$ cat config.mk
export PLATFORM = sky130hd
export DESIGN_NAME = ipr_back
export DESIGN_NICKNAME = d
export VERILOG_FILES = /design/src/sv/ipr_pkg.sv /design/src/sv/ipr_back.sv
export SDC_FILE = /design/constraint.sdc
export NUM_CORES = 2
export LEC_CHECK = 0
export BUFFER_PORTS_ARGS = -buffer_cell sky130_fd_sc_hd__buf_2
export CAP_MARGIN = 0
export CELL_PAD_IN_SITES_DETAIL_PLACEMENT = 0
export CELL_PAD_IN_SITES_GLOBAL_PLACEMENT = 1
export CORE_MARGIN = 2
export CORE_UTILIZATION = 45
export CTS_CLUSTER_SIZE = 10
export DETAILED_ROUTE_END_ITERATION = 16
export HOLD_SLACK_MARGIN = 0.05
export PLACE_DENSITY_LB_ADDON = 0.1
export SYNTH_ARGS = -nofsm -noshare
export SYNTH_HDL_FRONTEND = slang
export SYNTH_SLANG_ARGS = --single-unit
$ cat constraint.sdc
create_clock -name clk -period 23.9 [get_ports clk]
set_clock_uncertainty 0.15 [all_clocks]
set_input_delay 2.39 -clock clk [delete_from_list [all_inputs] [get_ports clk]]
set_output_delay 2.39 -clock clk [all_outputs]
set_load 0.03 [all_outputs]
$ cat src/sv/ipr_pkg.sv
// Package for the image packet reassembly tracker.
// Holds shared types, operation and register codes, and the flag-word search helper.
// No dependencies.
package ipr_pkg;

  localparam int MAX_PACKETS_DEF = 32768;
  localparam int TRAILER_EXTRA_DEF = 64;
  localparam int FLAG_WORD = 32;

  typedef enum logic [1:0] {
    OP_START  = 2'd0,
    OP_PACKET = 2'd1,
    OP_STALL  = 2'd2,
    OP_NONE   = 2'd3
  } op_t;

  typedef enum logic [1:0] {
    PH_IDLE    = 2'd0,
    PH_ARMED   = 2'd1,
    PH_READOUT = 2'd2,
    PH_DONE    = 2'd3
  } phase_t;

  localparam logic [2:0] CFG_PAYLOAD_LEN  = 3'd0;
  localparam logic [2:0] CFG_PACKET_TOTAL = 3'd1;
  localparam logic [2:0] CFG_IMAGE_BYTES  = 3'd2;
  localparam logic [2:0] CFG_HEADER_LEN   = 3'd3;
  localparam logic [2:0] CFG_PAYLOAD_TYPE = 3'd4;
  localparam logic [2:0] CFG_TRAILER_TYPE = 3'd5;

  typedef struct packed {
    logic [15:0] payload_len;
    logic [15:0] packet_total;
    logic [27:0] image_bytes;
    logic [7:0]  header_len;
    logic [7:0]  payload_type_code;
    logic [7:0]  trailer_type_code;
  } cfg_t;

  typedef struct packed {
    op_t         op;
    logic [15:0] frame_number;
    logic [23:0] packet_number;
    logic [7:0]  packet_kind;
    logic [15:0] datagram_len;
  } item_t;

  typedef struct packed {
    logic        in_readout;
    logic        image_ready;
    logic [15:0] resend_last;
    logic [15:0] resend_first;
    logic [15:0] resend_frame;
    logic        resend_valid;
    logic [15:0] store_len;
    logic [27:0] store_offset;
    logic        store_valid;
  } result_t;

  // Lowest set bit of a flag word: {found, position}.
  function automatic logic [5:0] first_set(input logic [31:0] v);
    logic [5:0] res;
    res = 6'd0;
    for (int i = 31; i >= 0; i--) begin
      if (v[i]) begin
        res = {1'b1, 5'(i)};
      end
    end
    return res;
  endfunction

endpackage

$ cat src/sv/ipr_back.sv
// Back end of the tracker: runs each queued operation against the flag RAM,
// keeps capture state, scans for missing runs and holds the result. Uses ipr_pkg.
module ipr_back
  import ipr_pkg::*;
#(
  parameter int MAX_PACKETS = MAX_PACKETS_DEF,
  parameter int TRAILER_EXTRA_BYTES = TRAILER_EXTRA_DEF,
  parameter int ROWS = (MAX_PACKETS + FLAG_WORD - 1) / FLAG_WORD,
  parameter int ROW_W = (ROWS > 1) ? $clog2(ROWS) : 1
) (
  input  logic                 clk,
  input  logic                 rst,
  input  cfg_t                 cfg,
  input  logic                 q_valid,
  output logic                 q_ready,
  input  item_t                q_item,
  output logic                 ram_we,
  output logic [ROW_W-1:0]     ram_waddr,
  output logic [FLAG_WORD-1:0] ram_wdata,
  output logic                 ram_re,
  output logic [ROW_W-1:0]     ram_raddr,
  input  logic [FLAG_WORD-1:0] ram_rdata,
  output logic                 out_valid,
  input  logic                 out_ready,
  output result_t              out_res
);

  localparam int IDX_W = (MAX_PACKETS > 1) ? $clog2(MAX_PACKETS) : 1;
  localparam int PW = IDX_W + 16;
  localparam int MW = (PW > 28) ? PW : 28;

  typedef enum logic [2:0] {
    S_CLR, S_IDLE, S_PRD, S_PACC, S_SRD, S_SEV, S_FIN
  } state_t;

  state_t      state;
  logic [ROW_W-1:0] clr_row;
  logic [ROW_W-1:0] sc_row;
  logic        sc_mode;
  phase_t      phase;
  logic [27:0] bytes_rcv;
  logic [15:0] lframe;
  logic [23:0] prev_pkt;
  logic [23:0] prev_old;
  item_t       cur;
  logic        p_store;
  logic [27:0] p_off;
  logic [15:0] p_len;
  logic        p_resend;
  logic [15:0] p_first;
  logic [15:0] p_last;

  logic [23:0] span;
  logic [23:0] q_pm1;
  logic        q_in_range;
  logic [23:0] c_pm1;
  logic [4:0]  c_bit;
  logic        c_has;
  logic        c_last;
  logic [8:0]  c_strip;
  logic        c_len_ok;
  logic [15:0] c_plen;
  logic        c_accept;
  logic [MW-1:0] c_prod;
  logic [28:0] c_sum;
  logic [23:0] base;
  logic [23:0] rem;
  logic [31:0] vmask;
  logic        row_end;
  logic [5:0]  fz;
  logic [31:0] ones;
  logic [5:0]  fo;
  logic [31:0] hi_mask;
  logic        load;

  assign span = (24'(cfg.packet_total) < 24'(MAX_PACKETS)) ?
                24'(cfg.packet_total) : 24'(MAX_PACKETS);
  assign q_pm1 = q_item.packet_number - 24'd1;
  assign q_in_range = (q_item.packet_number != 24'd0) && (q_item.packet_number <= span);

  assign c_pm1    = cur.packet_number - 24'd1;
  assign c_bit    = c_pm1[4:0];
  assign c_has    = ram_rdata[c_bit];
  assign c_last   = (cur.packet_number == 24'(cfg.packet_total));
  assign c_strip  = 9'(cfg.header_len) + (c_last ? 9'(TRAILER_EXTRA_BYTES) : 9'd0);
  assign c_len_ok = (17'(cur.datagram_len) >= 17'(c_strip));
  assign c_plen   = cur.datagram_len - 16'(c_strip);
  assign c_accept = !c_has && c_len_ok && (c_last || (c_plen == cfg.payload_len));
  assign c_prod   = MW'(c_pm1[IDX_W-1:0]) * MW'(cfg.payload_len);
  assign c_sum    = 29'(bytes_rcv) + 29'(c_plen);

  // Flag word under scan: bits past the frame's last packet are masked off.
  assign base    = 24'({sc_row, 5'd0});
  assign rem     = span - base;
  assign vmask   = (rem >= 24'd32) ? 32'hFFFF_FFFF : ((32'd1 << rem[4:0]) - 32'd1);
  assign row_end = ((base + 24'd32) >= span);
  assign fz      = first_set(~ram_rdata & vmask);
  assign hi_mask = sc_mode ? 32'hFFFF_FFFF : ~((32'd2 << fz[4:0]) - 32'd1);
  assign ones    = (ram_rdata | ~vmask) & hi_mask;
  assign fo      = first_set(ones);

  assign load    = (state == S_FIN) && (!out_valid || out_ready);
  assign q_ready = (state == S_IDLE);

  always_comb begin
    ram_we    = 1'b0;
    ram_waddr = clr_row;
    ram_wdata = '0;
    ram_re    = 1'b0;
    ram_raddr = sc_row;
    unique case (state)
      S_CLR: begin
        ram_we = 1'b1;
      end
      S_IDLE: begin
        ram_re    = q_valid && (q_item.op == OP_PACKET) && q_in_range;
        ram_raddr = q_pm1[ROW_W+4:5];
      end
      S_PRD: begin
        ram_we    = c_accept;
        ram_waddr = c_pm1[ROW_W+4:5];
        ram_wdata = ram_rdata | (32'd1 << c_bit);
      end
      S_SRD: begin
        ram_re = 1'b1;
      end
      default: begin
      end
    endcase
  end

  always_ff @(posedge clk) begin
    if (rst) begin
      state     <= S_CLR;
      clr_row   <= '0;
      sc_row    <= '0;
      sc_mode   <= 1'b0;
      phase     <= PH_IDLE;
      bytes_rcv <= '0;
      lframe    <= '0;
      prev_pkt  <= '0;
      prev_old  <= '0;
      out_valid <= 1'b0;
    end else begin
      if (out_ready && !load) begin
        out_valid <= 1'b0;
      end
      unique case (state)
        S_CLR: begin
          clr_row <= clr_row + ROW_W'(1);
          if (clr_row == ROW_W'(ROWS - 1)) begin
            state <= S_IDLE;
          end
        end
        S_IDLE: begin
          sc_row   <= '0;
          sc_mode  <= 1'b0;
          p_store  <= 1'b0;
          p_off    <= '0;
          p_len    <= '0;
          p_resend <= 1'b0;
          p_first  <= '0;
          p_last   <= '0;
          if (q_valid) begin
            cur <= q_item;
            unique case (q_item.op)
              OP_START: begin
                phase     <= PH_ARMED;
                bytes_rcv <= '0;
                lframe    <= '0;
                prev_pkt  <= '0;
                state     <= S_FIN;
              end
              OP_PACKET: begin
                if (phase == PH_ARMED || phase == PH_READOUT) begin
                  phase    <= PH_READOUT;
                  lframe   <= q_item.frame_number;
                  prev_old <= prev_pkt;
                  prev_pkt <= q_item.packet_number;
                  if (q_item.packet_kind == cfg.payload_type_code) begin
                    state <= q_in_range ? S_PRD : S_FIN;
                  end else if (q_item.packet_kind == cfg.trailer_type_code) begin
                    state <= S_SRD;
                  end else begin
                    state <= S_FIN;
                  end
                end else begin
                  state <= S_FIN;
                end
              end
              OP_STALL: begin
                state <= (phase == PH_READOUT) ? S_SRD : S_FIN;
              end
              default: begin
                state <= S_FIN;
              end
            endcase
          end
        end
        S_PRD: begin
          if (c_accept) begin
            p_store   <= 1'b1;
            p_len     <= c_plen;
            p_off     <= c_prod[27:0];
            bytes_rcv <= c_sum[28] ? 28'hFFF_FFFF : c_sum[27:0];
            state     <= S_PACC;
          end else begin
            state <= S_FIN;
          end
        end
        S_PACC: begin
          if (bytes_rcv == cfg.image_bytes) begin
            phase <= PH_DONE;
            state <= S_FIN;
          end else if (cur.packet_number != prev_old + 24'd1) begin
            state <= S_SRD;
          end else begin
            state <= S_FIN;
          end
        end
        S_SRD: begin
          state <= S_SEV;
        end
        S_SEV: begin
          if (!sc_mode) begin
            if (fz[5]) begin
              p_first <= 16'(base + 24'(fz[4:0]) + 24'd1);
              if (fo[5]) begin
                p_last   <= 16'(base + 24'(fo[4:0]));
                p_resend <= 1'b1;
                state    <= S_FIN;
              end else if (row_end) begin
                p_last   <= 16'(span);
                p_resend <= 1'b1;
                state    <= S_FIN;
              end else begin
                sc_mode <= 1'b1;
                sc_row  <= sc_row + ROW_W'(1);
                state   <= S_SRD;
              end
            end else if (row_end) begin
              state <= S_FIN;
            end else begin
              sc_row <= sc_row + ROW_W'(1);
              state  <= S_SRD;
            end
          end else begin
            if (fo[5]) begin
              p_last   <= 16'(base + 24'(fo[4:0]));
              p_resend <= 1'b1;
              state    <= S_FIN;
            end else if (row_end) begin
              p_last   <= 16'(span);
              p_resend <= 1'b1;
              state    <= S_FIN;
            end else begin
              sc_row <= sc_row + ROW_W'(1);
              state  <= S_SRD;
            end
          end
        end
        S_FIN: begin
          if (load) begin
            out_valid <= 1'b1;
            clr_row   <= '0;
            state     <= (cur.op == OP_START) ? S_CLR : S_IDLE;
          end
        end
        default: begin
          state <= S_IDLE;
        end
      endcase
    end
  end

  always_ff @(posedge clk) begin
    if (load) begin
      out_res.store_valid  <= p_store;
      out_res.store_offset <= p_off;
      out_res.store_len    <= p_len;
      out_res.resend_valid <= p_resend;
      out_res.resend_frame <= p_resend ? lframe : 16'd0;
      out_res.resend_first <= p_first & {16{p_resend}};
      out_res.resend_last  <= p_last & {16{p_resend}};
      out_res.image_ready  <= (phase == PH_DONE);
      out_res.in_readout   <= (phase == PH_READOUT);
    end
  end

  a_no_pop_in_clear : assert property (@(posedge clk) disable iff (rst)
    (state == S_CLR) |-> !(q_valid && q_ready))
    else $error("queue popped during flag clear");

  a_done_no_resend : assert property (@(posedge clk) disable iff (rst)
    (load && p_store && phase == PH_DONE) |-> !p_resend)
    else $error("resend issued on completing packet");

  a_no_rw_overlap : assert property (@(posedge clk) disable iff (rst)
    ram_we |-> !ram_re)
    else $error("flag RAM read and write in the same cycle");

  a_hold_result : assert property (@(posedge clk) disable iff (rst)
    (out_valid && !out_ready) |=> (out_valid && $stable(out_res)))
    else $error("pending result changed before transfer");

endmodule

==> run metrics <==
RSZ-0062 raised after global routing false; minimum clock period roughly 13 ns; nets between 4000 and 5000; CTS tree yes; Netlist Area Pre-Place ~29000 um2; clk slew on worst S/H paths 0.06 ns; largest net degree at the start of global routing 63; Comb pwr share a little over a third; Synth async-reset ratio 0%; die area ~67000 um2; first-pass GRT wire length ~160000 um; Slew headroom about a fifth; Vias per Instance ~5.8; Clk Latency, worst-skew pair 0.59 ns; P per Cell Area 58.86 nW/um2; Setup-failing EPs final 0; Net Switching about 660 uW; total gr overflow 0; DP Cell Count about 4300; internal power roughly 1300 uW; Hold Crit Depth 0; synth-to-layout area growth 12.98%; die width approximately 260 um; met1 WL between 40000 and 50000 um; syn avg cell area around 8.8 um2; Peak Freq about 77 MHz; pre-CTS WS 10.61 ns; Synth warnings 0; top post-synthesis cells by count nand2_1 (386), inv_1 (269), nor2_1 (239); CP max-delay cell or4b_1; post-synth top area share 22.32%; clock root buffer clkbuf_16; drt initial violations 2069; Worst R2R Start sc_row[0]$_SDFFE_PP0P_; critical path class input pin to register; remaining antenna violation count 0; Max-Cap Viols 0; DRC viols 0; min setup slack post-route 10.87 ns; hpwl dp between 70000 and 80000 um; Finished Layout Cells about 4400; Least-Margin Pin Slew 1.194 ns; Net Count, Synth roughly 3800; Tcrit/Tclk final approximately 55%; Die H 258.1 um; most common cell in the netlist nand2_1; setup bufs post-CTS 0; Core ar. about 64000 um2; Crit path arrival time around 13 ns; # rows between 90 and 100; Slew Viols, Final 0; status finished, final reports clean; top_reg_cell synth edfxtp_1; vias after detailed routing roughly 26000; Worst Hold End out_res[17]$_DFFE_PP_; WL met2 47320 um; sequential share of power between 30% and 40%; I/O Pins between 300 and 400; number of flops mapped to enable cells by yosys roughly 220; CP bufs+invs 5; hold path startpoint p_off[16]$_SDFFCE_PN0P_; CP max stage delay 0.77 ns; hold buffer count at CTS 0; gp weighted congestion 0.9702; clk sink count around 340; clock buffer depth 3; crit path max fanout 44; share of cells above drive strength 1 approximately 15%; crit-path leading delay family compound AO/OA/AOI/OAI gates; Worst R2R Setup Slack 12.81 ns; total routed wirelength between 100000 and 150000 um; Initial Util 45.32%; top layer in use met5; Netlist cell types between 90 and 100; register area share after synthesis roughly 31%; cells on worst reg2reg path 32; Req. time, crit path about 24 ns; final setup TNS 0 ns; DR WL/cell 23.13 um; Fill cells 6109; Critical Path Source Type input pin; reg2reg end sc_row[6]$_SDFFE_PP0P_; Tot GR Track Use between 30% and 40%; htree depth 2; hold crit path type register to register; Synth area leader edfxtp_1; Mapped Cells 3302; Initial DRT Pass Iterations 5; Area contributors post-synth edfxtp_1 (22%), fa_1 (12%), dfxtp_1 (8.2%), ha_1 (6.6%), nand2_1 (5.0%); FF+latch count, synth 335; leakage power roughly 0.013 uW; Critical Path End Type register; Clk pwr share roughly a third; Hold Vio Cnt, Final 0; Sw Share between 30 and 40%; cts bufs inserted 42; port buffer count 337; PostCTS Resize Cnt 0; initial antenna violation count 9; Worst IR Drop VDD 0.04981 mV; vias in the first global route about 26000; routed length on met3 between 6000 and 7000 um
==> layout by cell type, fill, tap and decap left out, drive strengths merged, types with 35 or more instances in the layout <==
cell type,Yosys,final
xor2,109,109
clkbuf,159,67
edfxtp,216,216
fa,180,180
nor2b,87,87
ha,154,154
a21o,35,35
a31oi,58,58
nor2,240,240
a211oi,36,36
and2,100,100
o21ai,129,129
dfxtp,119,119
nand2,386,386
inv,270,272
a21oi,240,240
nor3,71,71
buf,36,386
xnor2,112,112
nand3,102,102
nor4,44,44
nand2b,44,44
==> state kept, by name, summed over array words and instances (netlist names) <==
name and flops:
p_last 16, p_first 16, p_off 28, out_res 96, p_store 1, prev_old 24
p_len 16, sc_row 10, sc_mode 1, out_valid 1, bytes_rcv 28, clr_row 10
p_resend 1, phase 2, state 3, prev_pkt 24, lframe 16, cur 42
==> power by group through the flow <==
stage	clock network, uW	registers, uW	logic [uW]
3_5_place_dp	0	623	701
3_3_place_gp	0	623	689
5_1_grt	654	611	800
2_1_floorplan	0	623	524
4_1_cts	635	611	707
6_report	620	611	701
==> metal layers <==
metal,global-route usage (%),vias to the layer above
met1,41.20,12680
met5,0,-
met2,48.93,915
met4,12.11,12
li1,-,11890
met3,4.751,188
==> layout make-up <==
cell class / count / area [um2] / area share (%)
Antenna cell: 1 / 2.502 / 0.007623
Multi-Input combinational cell: 2496 / 18460 / 56.22
Clock buffer: 67 / 1196 / 3.644
Sequential cell: 335 / 8870 / 27.02
Clock inverter: 9 / 138.9 / 0.4231
Tap cell: 855 / 1070 / 3.259
Inverter: 276 / 1039 / 3.163
Timing Repair Buffer: 386 / 2057 / 6.266
==> worst max-delay path by stage <==
| stage | from | endpoint | cells past startpoint |
|---|---|---|---|
| CTS | cfg[67] | sc_row[6]$_SDFFE_PP0P_ | 40 |
| detailed placement | cfg[67] | sc_row[6]$_SDFFE_PP0P_ | 40 |
| finish | cfg[67] | sc_row[6]$_SDFFE_PP0P_ | 36 |
| floorplan | cfg[67] | sc_row[6]$_SDFFE_PP0P_ | 45 |
| global route | cfg[67] | sc_row[4]$_SDFFE_PP0P_ | 40 |
| global placement | cfg[67] | sc_row[3]$_SDFFE_PP0P_ | 41 |
==> cell families after synthesis <==
| logic type | count (synthesis) | synth area share (%) |
|---|---|---|
| xor gates and xnor gates | 221 | 6.662 |
| adders and majority gates | 337 | 19.14 |
| and+or+nand+nor | 1212 | 20.62 |
| DFF | 335 | 30.52 |
| buffers and inverters | 471 | 6.223 |
| muxes | 25 | 1.322 |
| AOI/OAI and AO/OA | 701 | 15.51 |
==> through the flow <==
stage	util, %	hold WS (ns)	total power (uW)	cell area, um2
finish	51.20	0.2656	1932	32830
floorplan	-	0.2503	1147	29060
global route	51.20	0.2701	2065	32830
CTS	51.20	0.2667	1953	32830
global placement	49.11	0.2502	1312	31490
detailed placement	49.11	0.2545	1324	31490
Power figures use the tool's default switching activity.
