$ cat config.mk
export PLATFORM = sky130hd
export DESIGN_NAME = ipr_front
export DESIGN_NICKNAME = d
export VERILOG_FILES = /design/src/sv/ipr_pkg.sv /design/src/sv/ipr_front.sv
export SDC_FILE = /design/constraint.sdc
export NUM_CORES = 1
export LEC_CHECK = 0
export BUFFER_PORTS_ARGS = -buffer_cell sky130_fd_sc_hd__buf_2
export CAP_MARGIN = 30
export CORE_MARGIN = 1.5
export CORE_UTILIZATION = 29
export CTS_CLUSTER_DIAMETER = 40
export CTS_CLUSTER_SIZE = 20
export DETAILED_ROUTE_END_ITERATION = 8
export GPL_TIMING_DRIVEN = 0
export PLACE_DENSITY = 0.5
export SETUP_SLACK_MARGIN = 0.1
export SLEW_MARGIN = 25
export SYNTH_ARGS = -nofsm -noshare
export SYNTH_HDL_FRONTEND = slang
export SYNTH_SLANG_ARGS = --single-unit
export TNS_END_PERCENT = 10
$ cat constraint.sdc
create_clock -name clk -period 10.5 [get_ports clk]
set_input_delay 2.1 -clock clk [delete_from_list [all_inputs] [get_ports clk]]
set_output_delay 2.1 -clock clk [all_outputs]
set_load 0.03 [all_outputs]
$ cat src/sv/ipr_pkg.sv
// Package for the image packet reassembly tracker.
// Holds shared types, operation and register codes, and the flag-word search helper.
// No dependencies.
package ipr_pkg;

  localparam int MAX_PACKETS_DEF = 32768;
  localparam int TRAILER_EXTRA_DEF = 64;
  localparam int FLAG_WORD = 32;

  typedef enum logic [1:0] {
    OP_START  = 2'd0,
    OP_PACKET = 2'd1,
    OP_STALL  = 2'd2,
    OP_NONE   = 2'd3
  } op_t;

  typedef enum logic [1:0] {
    PH_IDLE    = 2'd0,
    PH_ARMED   = 2'd1,
    PH_READOUT = 2'd2,
    PH_DONE    = 2'd3
  } phase_t;

  localparam logic [2:0] CFG_PAYLOAD_LEN  = 3'd0;
  localparam logic [2:0] CFG_PACKET_TOTAL = 3'd1;
  localparam logic [2:0] CFG_IMAGE_BYTES  = 3'd2;
  localparam logic [2:0] CFG_HEADER_LEN   = 3'd3;
  localparam logic [2:0] CFG_PAYLOAD_TYPE = 3'd4;
  localparam logic [2:0] CFG_TRAILER_TYPE = 3'd5;

  typedef struct packed {
    logic [15:0] payload_len;
    logic [15:0] packet_total;
    logic [27:0] image_bytes;
    logic [7:0]  header_len;
    logic [7:0]  payload_type_code;
    logic [7:0]  trailer_type_code;
  } cfg_t;

  typedef struct packed {
    op_t         op;
    logic [15:0] frame_number;
    logic [23:0] packet_number;
    logic [7:0]  packet_kind;
    logic [15:0] datagram_len;
  } item_t;

  typedef struct packed {
    logic        in_readout;
    logic        image_ready;
    logic [15:0] resend_last;
    logic [15:0] resend_first;
    logic [15:0] resend_frame;
    logic        resend_valid;
    logic [15:0] store_len;
    logic [27:0] store_offset;
    logic        store_valid;
  } result_t;

  // Lowest set bit of a flag word: {found, position}.
  function automatic logic [5:0] first_set(input logic [31:0] v);
    logic [5:0] res;
    res = 6'd0;
    for (int i = 31; i >= 0; i--) begin
      if (v[i]) begin
        res = {1'b1, 5'(i)};
      end
    end
    return res;
  endfunction

endpackage

$ cat src/sv/ipr_front.sv
// Front end of the tracker: takes input transfers, classifies the operation
// and holds them in a two-entry queue for the back end. Uses ipr_pkg.
module ipr_front
  import ipr_pkg::*;
(
  input  logic        clk,
  input  logic        rst,
  input  logic        in_valid,
  output logic        in_ready,
  input  logic [1:0]  in_op,
  input  logic [63:0] in_data,
  output logic        q_valid,
  input  logic        q_ready,
  output item_t       q_item
);

  item_t      slots [2];
  logic       wp;
  logic       rp;
  logic [1:0] count;
  item_t      incoming;
  logic       push;
  logic       pop;

  always_comb begin
    incoming.op            = op_t'(in_op);
    incoming.frame_number  = in_data[15:0];
    incoming.packet_number = in_data[39:16];
    incoming.packet_kind   = in_data[47:40];
    incoming.datagram_len  = in_data[63:48];
  end

  assign in_ready = (count != 2'd2);
  assign q_valid  = (count != 2'd0);
  assign q_item   = slots[rp];
  assign push     = in_valid && in_ready;
  assign pop      = q_valid && q_ready;

  always_ff @(posedge clk) begin
    if (push) begin
      slots[wp] <= incoming;
    end
    if (rst) begin
      wp    <= 1'b0;
      rp    <= 1'b0;
      count <= 2'd0;
    end else begin
      if (push) begin
        wp <= ~wp;
      end
      if (pop) begin
        rp <= ~rp;
      end
      count <= count + 2'(push) - 2'(pop);
    end
  end

endmodule

==> results list, run 1 <==
- 0 antenna diodes ended up in the layout.
- Setup repair after global routing missed its margin: false
* Number of failing hold endpoints at the final stage: 0
* Shortest period the worst path allows: 3750 ps
* Vertical extent of the die: 136 um
- Die outline area: 18600 um^2
- Synthesized area per cell: roughly 23 um^2
- Average wire length per cell after detail routing: 15.0 um
* Worst path max stage delay: 360 ps
- The number of nets in the synthesized netlist is 301.
- For the pin with the worst max-slew slack, the measured transition is 503 ps.
* Crit end category: output port
* Overall overflow remaining after global route: 0
- After detailed placement, the total cell area comes to 6240 um^2.
* Vias per Instance: 4.18
- Placed instance count: roughly 600
- The top cell type by area accounts for between 70 and 80% of the synthesized area.
- Once the floorplan was initialized, standard cells occupied 29.7% of the core.
* Worst min-delay path class: flip-flop to flip-flop
- Initial antenna violation count: 0
- Buffers added on ports: 137
- The worst setup path is of the flip-flop to output port kind.
- Skew-Pair Late Insertion Delay: 410 ps
- Hold-fix buffer count after cts: 0
- Pin count of the biggest net entering global routing: 40
- The synthesized netlist contains 17 unique library cells.
- No sink is reached through more buffers than the 2 on the longest clock path.
- Of all nets on the critical path, the largest fanout is 10.
* Total length of routed wires: 9.40 mm
- Period utilization: 35.7%
- Syn. warnings: 0
* Worst-case clock skew: 6.15 ps
- Across the run, the number of max-cap violations was 0.
* Max-Slew Margin vs Limit: 66.4%
- #FFs+latches synth: between 100 and 150
* # nets final: ~460
- Global-route wire length before repair: 14.2 mm
- The count of nets left with antenna violations once routing finished came out at 0.
* Cell depth of the worst setup path: 4
* Largest cells by area after synthesis: edfxtp_1 (77%), mux2_4 (12%), mux2_2 (5.9%)
- In this design, the critical path's most frequently occurring cell is buf_6.
- Proportion of layout cells with a drive suffix above 1: 60.6%
- Number of cell rows: 48
* Setup-violating endpoint count in the final report: 0
- Clock tree synthesis selected as its root buffer the cell clkbuf_16.
- Width of the chip: 136 um
- With fillers left out, the area of the finished cells amounts to 6780 um^2.
- From synthesis to final layout, the design area changed by 31.5%.
- IR drop worst, VDD: approximately 0.11 mV
- The setup check on the worst reg-to-reg path leaves a slack of 8690 ps.
- CTS tree: done
* Vias in the first global route: 2716
- Number of sinks driven by the clock tree: 137
- Along the worst hold path, the cell count comes to 2.
- Number of H-tree branching levels: 4
- Post-CTS Setup Bufs: 0
- Placer Congestion: 0.679
* Total negative slack for setup checks: 0 ps
- After detailed routing, the number of remaining DRC violations is 0.
* Detailed placer's ending HPWL: 6.22 mm
* Run status: finished, final reports clean
- At the end of the flow the core is filled with cells to 39.0%.
* Cell leakage power: 2.61 nW
- Leaving out filler cells and counting taps, the final layout contains ~630.
- Among cell families on the critical path, the largest total delay comes from buffers and inverters.
- Most common library cell in the layout ignoring fill and taps: buf_2
* Ordered cell list for the critical path: buf_6 > buf_6 > mux2_4 > buf_2
* Worst Path Arrival: 1650 ps
* Startpoint type of the worst setup path: flip-flop
- Pins Over Slew Limit: 0
* Number of ports placed on the die boundary: 138
- The largest total area in the synthesized netlist belongs to edfxtp_1.
- The number of cells on the worst reg-to-reg path is 5.
- Counting the buffers created by CTS gives 17.
- Layout fillers: 1646
* PwrDens: 264 nW/um^2
- Derived from the worst setup path, the maximum achievable clock frequency is 267 MHz.
- The critical path contains buffers and inverters numbering 3 combined.
- The slowest stage of the critical path is the dfxtp_1 cell.
- Pre-antenna DRT Iters: 4
* Cts repair resizes: 0
* Critical path data required time: 8400 ps
- In the synthesized netlist, the number of instances is 229.
- Share of synthesized area occupied by flip-flops and latches: 78.9%
- After the first detailed-routing iteration, the DRC count stood at 117.
* Area of the core: 17400 um^2
- In the global route stage, overall resource usage came out at 10.6%.
- CTS clock-pin slew for the worst setup and hold paths: around 60 ps
* Netlist area before placement: 5150 um^2
- Commonest cells after routing, fill and taps aside: buf_2 (139), edfxtp_1 (132), mux2_4 (40)
* Via count: 2614
## worst paths after layout
check | start | to
worst max-delay path | flip-flop | q_item[40]
worst min-delay path | rp$_SDFFE_PP0P_ | rp$_SDFFE_PP0P_
worst max register to register | count[0]$_SDFF_PP0_ | slots[0][61]$_DFFE_PP_
worst min register to register | rp$_SDFFE_PP0P_ | rp$_SDFFE_PP0P_
## per-layer routing
metal | vias to the layer above | wire length, um | GRT usage (%)
met2 | 83 | 4630 | 16.9
met4 | 0 | 128 | 4.96
met1 | 1296 | 4080 | 12.1
li1 | 1227 | - | -
met3 | 8 | 564 | 4.66
met5 | - | 0 | 0
## power by group
| group | total [mW] | internal [mW] | switching (mW) |
|---|---|---|---|
| combinational | 0.533 | 0.214 | 0.319 |
| clock | 0.552 | 0.342 | 0.210 |
| sequential | 0.706 | 0.686 | 0.0193 |
## synthesized netlist by cell type
cell type and count:
nor2_1 5, xnor2_1 2, inv_1 1, nand2b_2 1, edfxtp_1 132, buf_6 5
nand2_1 1, dfxtp_1 5, mux2_2 27, or2_2 1, mux2_4 40, xor2_1 1
ha_1 2, and3_1 1, nor2b_1 2, buf_2 2, o21a_1 1
## sequential cells by signal, indices dropped and copies added, names as in the netlist, named ones only
| signal | flops |
|---|---|
| count | 2 |
| slots | 132 |
| wp | 1 |
| rp | 1 |
## cell type report
type	count	area (um^2)	share of cell area, %
inverter	1	3.75	0.0554
clock buffer	19	433	6.39
timing repair buffer	141	788	11.6
clock inverter	12	109	1.61
buffer	7	66.3	0.978
tap	225	282	4.15
multi-input combinational	84	1030	15.2
sequential	137	4060	60.0
## worst min-delay path: stages (launching register included)
cell     delay (ps)
dfxtp_1         330
xnor2_1          90
nor2_1           70
## cells by family (layout without fill, tap and decap cells)
| kind of cell | count (synthesis) | count (layout) | share of synthesized area, % |
|---|---|---|---|
| mux | 67 | 67 | 17.6 |
| buf+inv | 8 | 180 | 1.36 |
| xor+xnor | 3 | 3 | 0.510 |
| flops | 137 | 137 | 78.9 |
| compound gates | 1 | 1 | 0.146 |
| fa+ha+maj | 2 | 2 | 0.485 |
| simple gates | 11 | 11 | 1.09 |
## through the flow
stage / worst slack, ps / power (mW) / hold slack [ps]
6_report: 6750 / 1.79 / 520
4_1_cts: 6670 / 1.82 / 528
5_1_grt: 6620 / 1.87 / 581
2_1_floorplan: 5060 / 1.11 / 481
3_3_place_gp: 2950 / 1.25 / 495
3_5_place_dp: 6980 / 1.26 / 514
(Power assumes the default switching activity.)
==> run 2, diff against run 1 <==
- ABC_AREA: default -> 1
- PLACE_DENSITY: 0.5 -> 0.52
- clock period: 10.5 -> 3.2 ns (I/O delays scaled with it)
==> run 2 against run 1 <==
Flip-flop and latch count did not move; final cell count grew 2.4%; sequential power rose to 3.3 times the previous value; sequential share of layout area fell by 0.85 points; clock power grew to 3.8 times the previous value; total power grew to 3.4 times the previous value; global-route usage down 0.058 points; core utilization rose by 0.56 points; via count grew 2.7%; register-to-register slack worse by 7300 ps; count of clock-buffer cells in the layout decreased by 1; critical endpoint is now q_item[33].
==> results list, run 2 <==
- The initial antenna violation count came to 1 (was 0).
* PwrDens: 894 nW/um^2 (was 264 nW/um^2)
- The all-layer global routing usage is 10.5% (was 10.6%).
* Worst-case clock skew: 5.87 ps (was 6.15 ps)
- The leakage power total is 2.69 nW (was 2.61 nW).
* Buffers added on ports: 137 (unchanged)
* CTS tree: done (unchanged)
- Detailed placer's ending HPWL: 6.41 mm (was 6.22 mm)
- Synth Flop Type: edfxtp_1 (unchanged)
- Share of synthesized area occupied by flip-flops and latches: 78.6% (was 78.9%)
- Pre-antenna DRT Iters: 4 (unchanged)
* Vias in the first global route: 2897 (was 2716)
- The largest register by flop count is slots (unchanged).
- The final setup violation count came to 0 (unchanged).
- The hold buffer count at cts was 0 (unchanged).
* Shortest period the worst path allows: 2320 ps
* Starting DRC count in detailed routing: 94 (was 117)
- CTS clock-pin slew for the worst setup and hold paths: 60 ps (about the same)
- Switching power as a share of total power: 29.8% (was 30.6%)
* Class of the most critical setup path: flip-flop to output port (unchanged)
* Reg2Reg Setup Slack: 1380 ps (was 8690 ps)
* Placer Congestion: 0.692 (was 0.679)
* Critical path data required time: 2560 ps (was 8400 ps)
- Layout fillers: 1614 (was 1646)
- Most common library cell in the layout ignoring fill and taps: buf_2 (unchanged)
- Number of sinks driven by the clock tree: 137 (unchanged)
- Run status: finished, final reports clean (unchanged)
* Top achievable clock speed: 430 MHz
- The final sum of negative setup slack was 0 ps (unchanged).
- Biggest regs: slots (132), count (2) (unchanged).
- Die outline area: 18600 um^2 (about the same)
- The die outline width came to 136 um (about the same).
- Synthesized instance count: 242 (was 229)
- Number of enable flip-flop cells after synthesis: 132 (unchanged)
- The peak fanout along the critical path came to 10 (unchanged).
* Number of ports placed on the die boundary: 138 (unchanged)
* Max Root-Sink Buffers: 2 (unchanged)
- The final hold slack is 402 ps (was 520 ps).
* Number of H-tree branching levels: 4 (unchanged)
- Async S/R FF share, synth: 0% (unchanged)
- Total length of routed wires: 9.47 mm (was 9.40 mm)
- The DRC violation count after routing was 0 (unchanged).
* Starting utilization of the core area: 29.8% (was 29.7%)
- Pin count of the biggest net entering global routing: 36 (was 40)
- The number of flip-flops and latches in the synthesized netlist came to 137 (unchanged).
* Netlist area before placement: 5170 um^2 (was 5150 um^2)
- Most frequent cell after synthesis: edfxtp_1 (unchanged)
- The internal power summed over all cells is 4.31 mW (was 1.24 mW).
* Post-CTS Setup Bufs: 0 (unchanged)
* Switching power total: 1.83 mW (was 0.549 mW)
- Worst Path Arrival: 1680 ps (was 1650 ps)
- CTS Root Buffer Type: clkbuf_16 (unchanged)
- Period utilization: 72.6%
- The worst hold path class is input pin to flip-flop (was flip-flop to flip-flop).
- The power share of the combinational group came to 28.0% (was 29.8%).
- Filler-free cell count of the finished design: 641 (was 626)
- The clock latency on the worst-skew pair is 410 ps (about the same).
- Overall power of the completed layout: 6.14 mW (was 1.79 mW)
- MaxCap Viol Count: 0 (unchanged)
* Commonest cells after routing, fill and taps aside: buf_2 (139), edfxtp_1 (132), mux2_4 (40) (unchanged)
- The number of warning messages in the yosys log is 0 (unchanged).
* Area of the core: 17400 um^2 (unchanged)
- The mean routed wirelength per cell is 14.8 um (was 15.0 um).
* Vertical extent of the die: 136 um (about the same)
* Worst Hold Depth: 2 (unchanged)
- The via-per-instance ratio was 4.19 (was 4.18).
* Number of flip-flops under the largest register name: 132 (unchanged)
- Distinct cell type count of the synthesized netlist: 12 (was 17)
- Startpoint of the lowest-slack register-to-register path: count[0]$_SDFF_PP0_ (unchanged)
* Number of buffers inserted during clock tree synthesis: 17 (unchanged)
* Area share of the largest cell type after synthesis: 76.7% (was 76.9%)
- The maximum ir drop on the vdd rail was 0.335 mV (was 0.110 mV).
* Commonest cells in the synthesized netlist: edfxtp_1 (132), mux2_4 (40), mux2_2 (26) (was edfxtp_1 (132), mux2_4 (40), mux2_2 (27))
* Net count after synthesis: 314 (was 301)
- Reg power frac: 38.0% (was 39.4%)
- End point of the most critical hold path: count[0]$_SDFF_PP0_ (was rp$_SDFFE_PP0P_)
- The vias after detailed routing came to 2684 (was 2614).
- Post-DRT Antenna Nets: 0 (unchanged)
- Start point of the worst min-delay path: rst (was rp$_SDFFE_PP0P_)
- The type of destination of the critical path is an output port (unchanged).
- Pins Over Slew Limit: 0 (unchanged)
- Clock Power Share: 34.0% (was 30.8%)
- Largest cells by area after synthesis: edfxtp_1 (77%), mux2_4 (12%), mux2_2 (5.7%) (was edfxtp_1 (77%), mux2_4 (12%), mux2_2 (5.9%)).
- Proportion of layout cells with a drive suffix above 1: 59.0% (was 60.6%)
* Number of failing hold endpoints at the final stage: 0 (unchanged)
- The destination of the worst register-to-register timing path is slots[0][32]$_DFFE_PP_ (was slots[0][61]$_DFFE_PP_).
* Synthesized area per cell: 21.4 um^2 (was 22.5 um^2)
- The share of the core filled with cells is 39.6% (was 39.0%).
- # nets final: 474 (was 461)
- Least-Margin Pin Slew: 490 ps (was 503 ps)
- The type of origin of the critical path was a flip-flop (unchanged).
- Placed instance count: 608 (was 595)
- Cell count of the worst reg-to-reg path: 6 (was 5)
- Setup repair after global routing missed its margin: false (unchanged)
- The normalized max-slew margin came to 67.2% (was 66.4%).
- The growth of design area from synthesis to finish is 33.1% (was 31.5%).
- Overall overflow remaining after global route: 0 (unchanged)
- The site row count is 48 (unchanged).
* Library cell occupying the most area in the post-synthesis netlist: edfxtp_1 (unchanged)
* Global-route wire length before repair: 14.3 mm (was 14.2 mm)
* Cts repair resizes: 0 (unchanged)
## run 2: logic make-up after synthesis
family,synth area share [%]
adders and majority gates,0.484
muxes,17.3
and+or+nand+nor,1.53
AOI/OAI and AO/OA,0.194
DFF,78.6
buffers and inverters,1.86
## run 2: stage by stage
| step | cell area, um^2 | setup slack [ps] |
|---|---|---|
| finish | 6880 | 876 |
| global placement | 6140 | -871 |
| CTS | 6870 | 797 |
| detailed placement | 6240 | 1190 |
| global route | 6870 | 770 |
| floorplan | 5170 | 260 |
## run 2: power by group through the flow
stage          Clock [mW]  Combinational (mW)  Sequential, mW
2_1_floorplan           0                1.26            2.37
3_3_place_gp            0                1.68            2.39
3_5_place_dp            0                1.76            2.38
4_1_cts              2.15                1.76            2.34
5_1_grt              2.22                1.85            2.36
6_report             2.09                1.72            2.34
## run 2: cell type report
| class | instances | area [um^2] | area share, % |
|---|---|---|---|
| Antenna cell | 1 | 2.50 | 0.0364 |
| Buffer | 7 | 66.3 | 0.965 |
| Clock buffer | 18 | 429 | 6.24 |
| Clock inverter | 14 | 204 | 2.97 |
| Inverter | 8 | 32.5 | 0.473 |
| Multi-Input combinational cell | 90 | 1010 | 14.8 |
| Sequential cell | 137 | 4060 | 59.1 |
| Tap cell | 225 | 282 | 4.09 |
| Timing Repair Buffer | 141 | 781 | 11.4 |
## run 2: per-layer routing
metal  track usage [%]  wire length [um]  share of wire (%)
met4              4.79               129                1.4
met3              5.15               832                8.8
met2              18.0              4870                 51
met1              10.8              3630                 38
met5                 0                 0                  0
## run 2: worst max path at each step
stage	endpoint	slack (ps)
floorplan	slots[0][0]$_DFFE_PP_	260
global placement	slots[0][27]$_DFFE_PP_	-870
detailed placement	slots[0][25]$_DFFE_PP_	1190
CTS	q_item[40]	800
global route	q_item[57]	770
finish	q_item[33]	880
## run 2: worst max-delay path, cell delays in order (launching register included)
cell and delay [ps]:
dfxtp_1 370, buf_6 200, buf_6 210, mux2_4 320
buf_2 180
==> run 3, diff against run 2 <==
- PLACE_DENSITY: 0.52 -> 0.5
- clock period: 3.2 -> 2.4 ns (I/O delays scaled with it)
==> run 3 against run 2 <==
Flip-flop and latch count unchanged; core utilization decreased by 0.63 points; setup slack got worse by 620 ps; total power increased by 27%; global-route usage increased by 0.26 points; combinational power increased by 34%; count of clock-buffer cells in the layout increased by 2; largest power group unchanged.
==> results list, run 3 (synthesized netlist as in run 2, its figures left out) <==
- Startpoint type of the worst setup path: flip-flop (unchanged)
- Reg2Reg Setup Slack: 510 ps (was 1380 ps)
- The clock sink total is 137 (unchanged).
- Top achievable clock speed: 467 MHz
- The number of inserted filler cells in the final layout was 1646 (was 1614).
* Setup repair after global routing missed its margin: false (unchanged)
* Most common library cell in the layout ignoring fill and taps: buf_2 (unchanged)
- Pin count of the biggest net entering global routing: 35 (was 36)
- The vias after detailed routing is 2642 (was 2684).
* Hold-fix buffer count after cts: 0 (unchanged)
- Worst min-delay path class: input pin to flip-flop (unchanged)
- Average wire length per cell after detail routing: 14.9 um (was 14.8 um)
* Pre-antenna DRT Iters: 4 (unchanged)
- The initial cell density of the core is 29.8% (unchanged).
- Placer Congestion: 0.697 (was 0.692)
* Number of buffers inserted during clock tree synthesis: 17 (unchanged)
- Start point of the worst min-delay path: rst (unchanged)
- Number of ports placed on the die boundary: 138 (unchanged)
- CTS tree: done (unchanged)
- Worst path max stage delay: 350 ps (was 370 ps)
- The leakage power total came to 2.63 nW (was 2.69 nW).
- Worst-case clock skew: 5.65 ps (was 5.87 ps)
- Most frequent cell on the critical path: buf_6 (unchanged)
* Buffers added on ports: 137 (unchanged)
- Least-Margin Pin Slew: 552 ps (was 490 ps)
- The total half-perimeter wirelength after legalization and detailed placement is 6.51 mm (was 6.41 mm).
* Number of cell rows: 48 (unchanged)
* CTS clock-pin slew for the worst setup and hold paths: 50 ps (was 60 ps)
- The number of nets in the layout came to 474 (unchanged).
- The sum of overflow across all layers after global routing came to 0 (unchanged).
* Largest reg by FF count: slots (unchanged)
- Ordered cell list for the critical path: buf_6 > buf_6 > mux2_4 > buf_2 (unchanged)
- Buffers plus inverters on the worst setup path: 3 (unchanged)
- Skew-Pair Late Insertion Delay: 410 ps (about the same)
* Vias in the first global route: 2807 (was 2897)
* CP Max Fanout: 10 (unchanged)
- The die height was 136 um (unchanged).
* Setup-violating endpoint count in the final report: 0 (unchanged)
- The fraction of layout cells with a size suffix above 1 was 57.8% (was 59.0%).
* Reg-to-reg endpoint: slots[0][32]$_DFFE_PP_ (unchanged)
- Max Root-Sink Buffers: 2 (unchanged)
- Residual DRC: 0 (unchanged)
* Post-DRT Antenna Nets: 0 (unchanged)
- The hold violation count in the final report was 0 (unchanged).
- PwrDens: 1150 nW/um^2 (was 894 nW/um^2)
* Worst Hold Depth: 2 (unchanged)
- Final design area excluding fillers: 6770 um^2 (was 6880 um^2)
* CTS Root Buffer Type: clkbuf_16 (unchanged)
- The dominant delay contributor by cell family on the critical path was buffers and inverters (unchanged).
- The via-per-instance ratio came to 4.16 (was 4.19).
- Pins Over Slew Limit: 0 (unchanged)
* Cell count of the worst reg-to-reg path: 6 (unchanged)
- The die outline width was 136 um (unchanged).
* Shortest period the worst path allows: about 2100 ps
- The flip-flop count of the largest register, all copies and words added was 132 (unchanged).
- The die area came to 18600 um^2 (unchanged).
* Cts repair resizes: 0 (unchanged)
- The type of destination of the critical path is an output port (unchanged).
- The type of the setup path with the least slack is flip-flop to output port (unchanged).
- The final critical path takes up 89.2% of the cycle.
* Initial antenna violation count: 0 (was 1)
- Area growth from synthesis to layout: 30.9% (was 33.1%)
- The standard cell core area is 17400 um^2 (unchanged).
- The all-layer global routing usage came to 10.8% (was 10.5%).
- The maximum ir drop on the vdd rail is 0.575 mV (was 0.335 mV).
* Number of H-tree branching levels: 4 (unchanged)
- Overall power of the completed layout: 7.78 mW (was 6.14 mW)
- The final antenna diode count came to 0 (was 1).
* Startpoint of the lowest-slack register-to-register path: count[0]$_SDFF_PP0_ (unchanged)
* Max-Slew Margin vs Limit: 63.1% (was 67.2%)
- Run status: finished, final reports clean (unchanged)
* Worst Path Arrival: 1660 ps (was 1680 ps)
- The cell area after placement came to 6250 um^2 (was 6240 um^2).
- The wire length of the first global-routing pass came to 14.5 mm (was 14.3 mm).
- Commonest cells after routing, fill and taps aside: buf_2 (139), edfxtp_1 (132), mux2_4 (40) (unchanged)
* Total length of routed wires: 9.49 mm (was 9.47 mm)
- The critical-path cell with the highest stage delay is dfxtp_1 (unchanged).
- Biggest regs: slots (132), count (2) (unchanged)
- The number of violations reported at the end of detailed-routing iteration 0 was 119 (was 94).
* Post-CTS Setup Bufs: 0 (unchanged)
- End point of the most critical hold path: count[0]$_SDFF_PP0_ (unchanged)
- MaxCap Viol Count: 0 (unchanged)
* Critical path data required time: 1920 ps (was 2560 ps)
- The share of the core filled with cells is 39.0% (was 39.6%).
==> run 3: cell count changes in the layout (fill, tap and decap cells not counted) <==
cell,previous run,this run
buf_12,2,1
clkinv_1,2,3
bufinv_16,5,2
clkinv_4,3,0
clkinv_2,4,2
clkbuf_1,1,3
buf_16,2,3
diode_2,1,0
==> run 3: worst max path at each step <==
| stage | from | to | slack, ps | cells after the start |
|---|---|---|---|---|
| 3_5_place_dp | in_valid | slots[0][51]$_DFFE_PP_ | 450 | 5 |
| 2_1_floorplan | count[0]$_SDFF_PP0_ | slots[1][0]$_DFFE_PP_ | -120 | 4 |
| 6_report | flip-flop | q_item[59] | 260 | 4 |
| 5_1_grt | flip-flop | q_item[59] | 140 | 4 |
| 3_3_place_gp | in_valid | slots[1][54]$_DFFE_PP_ | -900 | 3 |
| 4_1_cts | flip-flop | q_item[59] | 190 | 4 |
==> run 3: area by class of cell <==
class                   instances  area, um^2  area share, %
plain buffers                   7        66.3          0.980
inverters                       8        32.5          0.481
well taps                     225         282           4.16
repair buffers                141         788           11.7
flip-flops and latches        137        4060           60.1
clock inverters                 7        81.3           1.20
multi-input cells              90        1010           15.0
clock buffers                  20         437           6.45
==> run 3: layer usage <==
| metal | vias up | wire length (um) | global-route usage, % | part of all wire, % |
|---|---|---|---|---|
| met2 | 95 | 4680 | 17.5 | 49 |
| met5 | - | 0 | 0 | 0 |
| met1 | 1285 | 3940 | 11.7 | 42 |
| met3 | 8 | 746 | 5.41 | 7.9 |
| li1 | 1254 | - | - | - |
| met4 | 0 | 123 | 5.14 | 1.3 |
==> run 3: report_power, final <==
group | internal (mW) | switching, mW
Clock | 1.48 | 0.877
Sequential | 3.03 | 0.0842
Combinational | 0.898 | 1.41
==> run 3: per-stage QoR <==
stage	TNS (ps)	hold WS, ps	setup WS, ps	std cells
floorplan	-7780	467	-118	242
finish	0	247	258	635
detailed placement	0	501	450	608
global route	0	219	141	635
global placement	-81890	489	-895	604
CTS	0	208	191	635
